`config.mk`:
```
export PLATFORM = sky130hd
export DESIGN_NAME = dirty_rect_merge_table_flat
export DESIGN_NICKNAME = d
export VERILOG_FILES = /design/src/sv/drm_pkg.sv /design/src/sv/drm_stream_if.sv /design/src/sv/drm_ctrl.sv /design/src/sv/drm_datapath.sv /design/src/sv/dirty_rect_merge_table.sv /design/src/flat_wrapper.sv
export VERILOG_INCLUDE_DIRS = /design/src /design/src/sv
export SDC_FILE = /design/constraint.sdc
export NUM_CORES = 1
export LEC_CHECK = 0
export ABC_AREA = 1
export BUFFER_PORTS_ARGS = -buffer_cell sky130_fd_sc_hd__buf_2
export CORE_MARGIN = 10
export CORE_UTILIZATION = 35
export CTS_CLUSTER_DIAMETER = 100
export DETAILED_ROUTE_END_ITERATION = 6
export GPL_TIMING_DRIVEN = 0
export MAX_ROUTING_LAYER = met4
export PLACE_DENSITY_LB_ADDON = 0.15
export REMOVE_ABC_BUFFERS = 1
export SLEW_MARGIN = 10
export SYNTH_ARGS = -nofsm -noshare
export SYNTH_HDL_FRONTEND = slang
export SYNTH_HIERARCHICAL = 1
export SYNTH_SLANG_ARGS = --single-unit
```
`constraint.sdc`:
```
create_clock -name clk -period 10.29 [get_ports clk]
set_clock_uncertainty 0.1 [all_clocks]
set_input_delay 1.029 -clock clk [delete_from_list [all_inputs] [get_ports clk]]
set_output_delay 1.029 -clock clk [all_outputs]
set_load 0.03 [all_outputs]
```
`src/sv/assert_macros.svh`:
```
// ---------------------------------------------------------------------------
// assert_macros.svh
// assertion helpers shared by the dirty rectangle table modules
// ---------------------------------------------------------------------------
`ifndef ASSERT_MACROS_SVH
`define ASSERT_MACROS_SVH

// property holds at every clock edge outside reset
`define DRM_ASSERT(label, clk_sig, rst_sig, prop, msg) \
  label: assert property (@(posedge clk_sig) disable iff (rst_sig) (prop)) \
    else $error(msg);

// cause at one edge implies effect at the next edge
`define DRM_ASSERT_NEXT(label, clk_sig, rst_sig, cause, effect, msg) \
  label: assert property (@(posedge clk_sig) disable iff (rst_sig) \
    (cause) |=> (effect)) else $error(msg);

`endif

```
`src/sv/drm_pkg.sv`:
```
// ---------------------------------------------------------------------------
// drm_pkg
// types and codes for the dirty rectangle merge table
// ---------------------------------------------------------------------------
package drm_pkg;

  typedef enum logic {
    ACT_ADD   = 1'b0,
    ACT_FLUSH = 1'b1
  } act_t;

  typedef enum logic [2:0] {
    KIND_MERGED   = 3'd0,
    KIND_INSERTED = 3'd1,
    KIND_DROPPED  = 3'd2,
    KIND_FLUSHED  = 3'd3,
    KIND_EMPTY    = 3'd4
  } kind_t;

  typedef struct packed {
    act_t               action;
    logic signed [15:0] rect_x;
    logic signed [15:0] rect_y;
    logic [15:0]        rect_w;
    logic [15:0]        rect_h;
  } item_word_t;

  typedef struct packed {
    kind_t              kind;
    logic signed [15:0] out_x;
    logic signed [15:0] out_y;
    logic [16:0]        out_w;
    logic [16:0]        out_h;
    logic               last;
  } result_word_t;

  // one stored rectangle
  typedef struct packed {
    logic signed [15:0] left;
    logic signed [15:0] top;
    logic [16:0]        width;
    logic [16:0]        height;
  } entry_t;

  typedef enum logic [2:0] {
    ST_IDLE,
    ST_SCAN,
    ST_INSERT,
    ST_FLUSH,
    ST_EMIT
  } state_t;

  // controller to datapath
  typedef struct packed {
    logic  ld_in;
    logic  wr_en;
    logic  wr_union;
    logic  res_ld;
    kind_t res_kind;
    logic  out_ld_res;
    logic  out_ld_flush;
    logic  flush_last;
  } dp_cmd_t;

  // datapath to controller
  typedef struct packed {
    logic hit;
    logic out_free;
  } dp_stat_t;

endpackage

```
`src/sv/drm_stream_if.sv`:
```
// ---------------------------------------------------------------------------
// drm_stream_if
// valid/ready channel carrying one word per handshake
// ---------------------------------------------------------------------------
interface drm_stream_if #(
  parameter type word_t = logic
) ();
  logic  valid;
  logic  ready;
  word_t data;

  modport source (output valid, output data, input ready);
  modport sink (input valid, input data, output ready);
endinterface

```
`src/sv/drm_ctrl.sv`:
```
// ---------------------------------------------------------------------------
// drm_ctrl
// sequencer for search, insert and flush over the rectangle table
// ---------------------------------------------------------------------------
`include "assert_macros.svh"

module drm_ctrl import drm_pkg::*; #(
  parameter int  TABLE_DEPTH = 16,
  localparam int IW = (TABLE_DEPTH > 1) ? $clog2(TABLE_DEPTH) : 1,
  localparam int CW = $clog2(TABLE_DEPTH + 1)
) (
  input  logic          clk,
  input  logic          rst,
  input  logic          item_valid,
  input  act_t          item_action,
  output logic          item_ready,
  input  dp_stat_t      stat,
  output dp_cmd_t       cmd,
  output logic [IW-1:0] rd_addr,
  output logic [IW-1:0] wr_addr
);

  state_t        state, state_next;
  logic [IW-1:0] idx, idx_next;
  logic [CW-1:0] cnt, cnt_next;
  logic [IW-1:0] newest;
  logic [IW-1:0] idx_dn;

  assign newest = (cnt == '0) ? '0 : IW'(cnt - 1'b1);
  assign idx_dn = (idx == '0) ? '0 : IW'(idx - 1'b1);

  always_ff @(posedge clk) begin
    if (rst) begin
      state <= ST_IDLE;
      idx   <= '0;
      cnt   <= '0;
    end else begin
      state <= state_next;
      idx   <= idx_next;
      cnt   <= cnt_next;
    end
  end

  always_comb begin
    state_next = state;
    idx_next   = idx;
    cnt_next   = cnt;
    cmd        = '0;
    cmd.res_kind = KIND_MERGED;
    rd_addr    = idx;
    wr_addr    = idx;
    item_ready = 1'b0;
    unique case (state)
      ST_IDLE: begin
        item_ready = 1'b1;
        rd_addr    = newest;
        if (item_valid) begin
          cmd.ld_in = 1'b1;
          idx_next  = newest;
          if (item_action == ACT_FLUSH) begin
            if (cnt == '0) begin
              cmd.res_ld   = 1'b1;
              cmd.res_kind = KIND_EMPTY;
              state_next   = ST_EMIT;
            end else begin
              state_next = ST_FLUSH;
            end
          end else begin
            state_next = (cnt == '0) ? ST_INSERT : ST_SCAN;
          end
        end
      end
      ST_SCAN: begin
        // entry idx is on the read port, next one is being fetched
        rd_addr = idx_dn;
        if (stat.hit) begin
          cmd.wr_en    = 1'b1;
          cmd.wr_union = 1'b1;
          cmd.res_ld   = 1'b1;
          cmd.res_kind = KIND_MERGED;
          state_next   = ST_EMIT;
        end else if (idx == '0) begin
          state_next = ST_INSERT;
        end else begin
          idx_next = idx_dn;
        end
      end
      ST_INSERT: begin
        cmd.res_ld = 1'b1;
        if (cnt == CW'(TABLE_DEPTH)) begin
          cmd.res_kind = KIND_DROPPED;
        end else begin
          cmd.res_kind = KIND_INSERTED;
          cmd.wr_en    = 1'b1;
          wr_addr      = IW'(cnt);
          cnt_next     = CW'(cnt + 1'b1);
        end
        state_next = ST_EMIT;
      end
      ST_FLUSH: begin
        if (stat.out_free) begin
          cmd.out_ld_flush = 1'b1;
          cmd.flush_last   = (idx == '0);
          if (idx == '0) begin
            cnt_next   = '0;
            state_next = ST_IDLE;
          end else begin
            idx_next = idx_dn;
            rd_addr  = idx_dn;
          end
        end
      end
      ST_EMIT: begin
        if (stat.out_free) begin
          cmd.out_ld_res = 1'b1;
          state_next     = ST_IDLE;
        end
      end
      default: begin
        state_next = ST_IDLE;
      end
    endcase
  end

  `DRM_ASSERT(a_cnt_bound, clk, rst, cnt <= CW'(TABLE_DEPTH), "entry count beyond table depth")
  `DRM_ASSERT(a_no_wr_flush, clk, rst, !(state == ST_FLUSH && cmd.wr_en), "table write during flush")
  `DRM_ASSERT_NEXT(a_flush_start, clk, rst, item_valid && item_ready && item_action == ACT_FLUSH && cnt != '0, state == ST_FLUSH, "flush of filled table did not start")
  `DRM_ASSERT_NEXT(a_flush_clear, clk, rst, cmd.out_ld_flush && cmd.flush_last, cnt == '0, "table not empty after flush")

endmodule

```
`src/sv/drm_datapath.sv`:
```
// ---------------------------------------------------------------------------
// drm_datapath
// rectangle storage, overlap and union logic, result registers
// ---------------------------------------------------------------------------
`include "assert_macros.svh"

module drm_datapath import drm_pkg::*; #(
  parameter int  TABLE_DEPTH = 16,
  localparam int IW = (TABLE_DEPTH > 1) ? $clog2(TABLE_DEPTH) : 1
) (
  input  logic          clk,
  input  logic          rst,
  input  item_word_t    in_data,
  input  dp_cmd_t       cmd,
  input  logic [IW-1:0] rd_addr,
  input  logic [IW-1:0] wr_addr,
  output dp_stat_t      stat,
  output logic          out_valid,
  input  logic          out_ready,
  output result_word_t  out_data
);

  typedef struct packed {
    logic signed [15:0] lo;
    logic [16:0]        len;
  } span_t;

  entry_t             mem [TABLE_DEPTH];
  entry_t             rd_q;
  logic signed [15:0] in_x, in_y;
  logic [16:0]        in_w, in_h;
  entry_t             in_e, uni_e, wr_e;
  span_t              ux, uy;
  result_word_t       res;
  logic               out_v;
  result_word_t       out_q;

  // positive-length overlap of [a, a+al) and [b, b+bl)
  function automatic logic span_hit(logic signed [15:0] a, logic [16:0] al,
                                    logic signed [15:0] b, logic [16:0] bl);
    logic signed [17:0] a0, b0, ha, hb, lo, hi;
    a0 = {{2{a[15]}}, a};
    b0 = {{2{b[15]}}, b};
    ha = a0 + $signed({1'b0, al});
    hb = b0 + $signed({1'b0, bl});
    lo = (a0 > b0) ? a0 : b0;
    hi = (ha < hb) ? ha : hb;
    return hi > lo;
  endfunction

  function automatic span_t span_join(logic signed [15:0] a, logic [16:0] al,
                                      logic signed [15:0] b, logic [16:0] bl);
    logic signed [17:0] a0, b0, ha, hb, lo, hi, len;
    span_t              s;
    a0 = {{2{a[15]}}, a};
    b0 = {{2{b[15]}}, b};
    ha = a0 + $signed({1'b0, al});
    hb = b0 + $signed({1'b0, bl});
    lo = (a0 < b0) ? a0 : b0;
    hi = (ha > hb) ? ha : hb;
    len   = hi - lo;
    s.lo  = lo[15:0];
    s.len = len[16:0];
    return s;
  endfunction

  assign in_e = '{left: in_x, top: in_y, width: in_w, height: in_h};

  assign ux = span_join(rd_q.left, rd_q.width, in_x, in_w);
  assign uy = span_join(rd_q.top, rd_q.height, in_y, in_h);
  assign uni_e = '{left: ux.lo, top: uy.lo, width: ux.len, height: uy.len};

  assign stat.hit = span_hit(rd_q.left, rd_q.width, in_x, in_w) &&
                    span_hit(rd_q.top, rd_q.height, in_y, in_h);
  assign stat.out_free = !out_v || out_ready;

  assign wr_e = cmd.wr_union ? uni_e : in_e;

  always_ff @(posedge clk) begin
    if (cmd.ld_in) begin
      in_x <= in_data.rect_x;
      in_y <= in_data.rect_y;
      in_w <= {1'b0, in_data.rect_w};
      in_h <= {1'b0, in_data.rect_h};
    end
    if (cmd.wr_en) begin
      mem[wr_addr] <= wr_e;
    end
    rd_q <= mem[rd_addr];
  end

  always_ff @(posedge clk) begin
    if (cmd.res_ld) begin
      res.kind <= cmd.res_kind;
      res.last <= 1'b1;
      unique case (cmd.res_kind)
        KIND_MERGED: begin
          res.out_x <= uni_e.left;
          res.out_y <= uni_e.top;
          res.out_w <= uni_e.width;
          res.out_h <= uni_e.height;
        end
        KIND_INSERTED, KIND_DROPPED: begin
          res.out_x <= in_x;
          res.out_y <= in_y;
          res.out_w <= in_w;
          res.out_h <= in_h;
        end
        default: begin
          res.out_x <= '0;
          res.out_y <= '0;
          res.out_w <= '0;
          res.out_h <= '0;
        end
      endcase
    end
  end

  // output word register
  always_ff @(posedge clk) begin
    if (rst) begin
      out_v <= 1'b0;
    end else if (cmd.out_ld_res || cmd.out_ld_flush) begin
      out_v <= 1'b1;
    end else if (out_ready) begin
      out_v <= 1'b0;
    end
  end

  always_ff @(posedge clk) begin
    if (cmd.out_ld_res) begin
      out_q <= res;
    end else if (cmd.out_ld_flush) begin
      out_q <= '{kind: KIND_FLUSHED, out_x: rd_q.left, out_y: rd_q.top,
                 out_w: rd_q.width, out_h: rd_q.height, last: cmd.flush_last};
    end
  end

  assign out_valid = out_v;
  assign out_data  = out_q;

  `DRM_ASSERT(a_load_free, clk, rst, !(cmd.out_ld_res || cmd.out_ld_flush) || stat.out_free, "output word overwritten before taken")

endmodule

```
`src/sv/dirty_rect_merge_table.sv`:
```
// ---------------------------------------------------------------------------
// dirty_rect_merge_table
// table of dirty screen rectangles with overlap merge and flush
// ---------------------------------------------------------------------------
// An add word searches the stored rectangles newest to oldest, one entry per
// cycle through the single read port of the table memory; the first entry
// with a positive-area overlap is replaced by the bounding union and one
// merged word is returned. With no overlap the rectangle is appended (or
// reported as dropped when the table holds TABLE_DEPTH entries). An add that
// hits passes through idle, the scan steps up to the hit and emit; a miss
// scans every stored entry and adds an insert step before emit, and the emit
// step waits for the output register to be taken. A flush streams every
// entry newest first, one word per cycle while the result side keeps taking
// them, last set on the oldest one, then empties the table; a flush of an
// empty table gives one KIND_EMPTY word with zero rectangle fields and last set.
// The next word is taken as soon as the controller is back in idle, even
// while the previous result still waits in the output register.
// The table holds no reset value: only entries below the fill count are read.
// ---------------------------------------------------------------------------
module dirty_rect_merge_table import drm_pkg::*; #(
  parameter int TABLE_DEPTH = 16
) (
  input logic          clk,
  input logic          rst,
  drm_stream_if.sink   item,
  drm_stream_if.source result
);

  localparam int IW = (TABLE_DEPTH > 1) ? $clog2(TABLE_DEPTH) : 1;

  // control and status between sequencer and datapath
  dp_cmd_t       cmd;
  dp_stat_t      stat;
  logic [IW-1:0] rd_addr;
  logic [IW-1:0] wr_addr;
  item_word_t    item_word;
  result_word_t  result_word;

  assign item_word   = item.data;
  assign result.data = result_word;

  // state machine: scan, insert, flush and emit sequencing
  drm_ctrl #(
    .TABLE_DEPTH (TABLE_DEPTH)
  ) u_ctrl (
    .clk         (clk),
    .rst         (rst),
    .item_valid  (item.valid),
    .item_action (item_word.action),
    .item_ready  (item.ready),
    .stat        (stat),
    .cmd         (cmd),
    .rd_addr     (rd_addr),
    .wr_addr     (wr_addr)
  );

  // table memory, overlap test, union and output register
  drm_datapath #(
    .TABLE_DEPTH (TABLE_DEPTH)
  ) u_datapath (
    .clk       (clk),
    .rst       (rst),
    .in_data   (item_word),
    .cmd       (cmd),
    .rd_addr   (rd_addr),
    .wr_addr   (wr_addr),
    .stat      (stat),
    .out_valid (result.valid),
    .out_ready (result.ready),
    .out_data  (result_word)
  );

endmodule
```
`src/flat_wrapper.sv`:
```
// flat-port wrapper written by rule: the top's interface ports become plain ports
module dirty_rect_merge_table_flat import drm_pkg::*;
#(
  parameter int TABLE_DEPTH = 16
)
  (clk, rst, item_valid, item_data, item_ready, result_valid, result_data, result_ready);
  drm_stream_if item_i ();
  drm_stream_if result_i ();
  input logic clk;
  input logic rst;
  input wire logic [$bits(item_i.valid)-1:0] item_valid;
  input wire logic [$bits(item_i.data)-1:0] item_data;
  output wire logic [$bits(item_i.ready)-1:0] item_ready;
  output wire logic [$bits(result_i.valid)-1:0] result_valid;
  output wire logic [$bits(result_i.data)-1:0] result_data;
  input wire logic [$bits(result_i.ready)-1:0] result_ready;
  assign item_i.valid = item_valid;
  assign item_i.data = item_data;
  assign item_ready = item_i.ready;
  assign result_valid = result_i.valid;
  assign result_data = result_i.data;
  assign result_i.ready = result_ready;
  dirty_rect_merge_table #(.TABLE_DEPTH(TABLE_DEPTH)) u_core (.clk(clk), .rst(rst), .item(item_i), .result(result_i));
endmodule
```
==> impl_metrics.ini <==
[worst_setup_path]
cpMaxStageDelayCell = nand2_1
path_common_cell = nand2_1
critical-path-max-stage-delay_ps = 950
worst_setup_path_end_kind = flip-flop
critPathKind = reg2reg
worstPathArrival_ps = 9930
path_max_fanout = 56
cp-start-kind = flip-flop
critPathRequiredTime_ps = 10800

[detailed_routing]
drc_errors = 0
routed_wl_mm = 146.4
via_per_inst = 5.039
wl_per_cell_um = 20.73
dr.pass1.iters = 5
drtAntennaViolNets = 0
vias = 35572
first_iter_violations = 2500

[clock_network]
cts_root_buf = clkbuf_16
cts_tree = built
htreeDepth = 4
numCtsBuffers = 132
path_clk_slew_ps = 60
insertion_delay_ps = 760
cts_sinks = 1200
clk_path_buf_depth = 3

[cells_and_area]
most-common-layout-cells = edfxtp_1 (1121), nand2_1 (574), inv_1 (485)
layout_commonest_cell = edfxtp_1
fin_nets = 5096
nFillCells = 14848
fin_area_um2 = 64900
drive_gt1_share_pct = 10.13
area_growth_pct = 16.78

[sta]
max_freq_mhz = 106.1
fin_setup_tns_ps = 0
slew_violations = 0
hold_violations = 0
finalSetupViolCount = 0
finalCritPeriodShare_pct = 91.56
worst_slew_pin_slew_ps = 1338
rsz0062_at_grt = no
period_minus_slack_ps = 9422
slew_headroom_pct = 9.975

[place]
hpwlAfterDp_mm = 98.11
gp_congestion = 0.8743
io_buffer_count = 7
dpl_cell_area_um2 = 60490

[global_route]
top_usage_layer = met2
grt_pass1_wl_mm = 219.0
use_met2_pct = 27.22
grt_overflow = 0
grtUsageTotal_pct = 16.86
grt_pass1_vias = 34147
grt_use_met3_pct = 2.005
antenna_found_initial = 2
grtUsageMet1_pct = 22.80
grt_max_degree = 113

[die]
rows = 146
core_area_um2 = 158000
dieArea_um2 = 175100
initial_core_util_pct = 35.17
fp.dieW_um = 418.5
io_pins = 8
die_y_um = 418.5

[synthesis]
syn_area_per_cell_um2 = 11.79
synth_cells = 4712
syn-cell-area_um2 = 55570
yosysWarnings = 6

[run_status]
status = finished, final reports clean

[flow_run]
maxCapViolations = 0

[worst_hold_path]
worstHoldPathType = in2reg
per-stage QoR:
| stage | cells | hold slack (ps) | utilization (%) | worst slack, ps |
|---|---|---|---|---|
| 2_1_floorplan | 4546 | 369.3 | - | -8729 |
| 3_3_place_gp | 6625 | 400.6 | 36.38 | -30700 |
| 3_5_place_dp | 6809 | 402.9 | 38.28 | -201.1 |
| 4_1_cts | 7054 | 311.5 | 41.01 | 298.7 |
| 5_1_grt | 7058 | 321.5 | 41.07 | 203.2 |
| 6_report | 7059 | 367.0 | 41.07 | 868.2 |
metal layers:
metal / up-vias / share of wire (%)
met2: 572 / 48
met1: 17459 / 48
met4: 0 / 1.6
met3: 176 / 3.1
met5: - / 0
li1: 17365 / -
state kept, by name, indices dropped and copies added (netlist names):
name,cells
u_core/u_ctrl/cnt,5
u_core/u_ctrl/idx,4
u_core/u_ctrl/state,3
u_core/u_datapath/in_h,16
u_core/u_datapath/in_w,16
u_core/u_datapath/in_x,16
u_core/u_datapath/in_y,16
u_core/u_datapath/mem,1056
u_core/u_datapath/out_data,1
u_core/u_datapath/out_valid,1
u_core/u_datapath/rd_q,66
worst paths after layout:
kind / start / end / slack (ps) / cells after the start
worst max-delay path: u_core/u_datapath/in_x[15] / u_core/u_datapath/mem[0][52] / 870 / 30
worst min register to register: u_core/u_ctrl/cnt[0] / u_core/u_ctrl/cnt[0] / 400 / 2
worst max register to register: u_core/u_datapath/in_x[15] / u_core/u_datapath/mem[0][52] / 870 / 30
worst min-delay path: item_data / u_core/u_datapath/in_h[0] / 370 / 1
worst max-delay path: cells and delay by family (launching register included):
family	cells	cell delay [ps]
AND/OR/NAND/NOR	18	5070
buffers and inverters	6	1530
AO/OA/AOI/OAI	4	1270
adder cells (fa/ha/maj)	2	710
flip-flops	1	440
what timing repair did:
action                                  in CTS  in global routing
setup buffers                                0                  4
hold buffers                                 0                  0
endpoints found under the setup margin      69                381
resized for setup                            5                  9
pin swaps                                    0                  2
area by class of cell:
cell class	instances	area, µm²	share of cell area (%)
Clock inverter	57	496.7	0.7654
Timing Repair Buffer	195	2908	4.480
Multi-Input combinational cell	2841	17930	27.62
Antenna cell	1	2.502	0.003856
Inverter	505	1928	2.971
Sequential cell	1200	35240	54.30
Tap cell	2072	2592	3.995
Clock buffer	188	3802	5.859
Power is not shown: default switching activity piles up to over one toggle a cycle in this logic, so the estimate is an artifact.
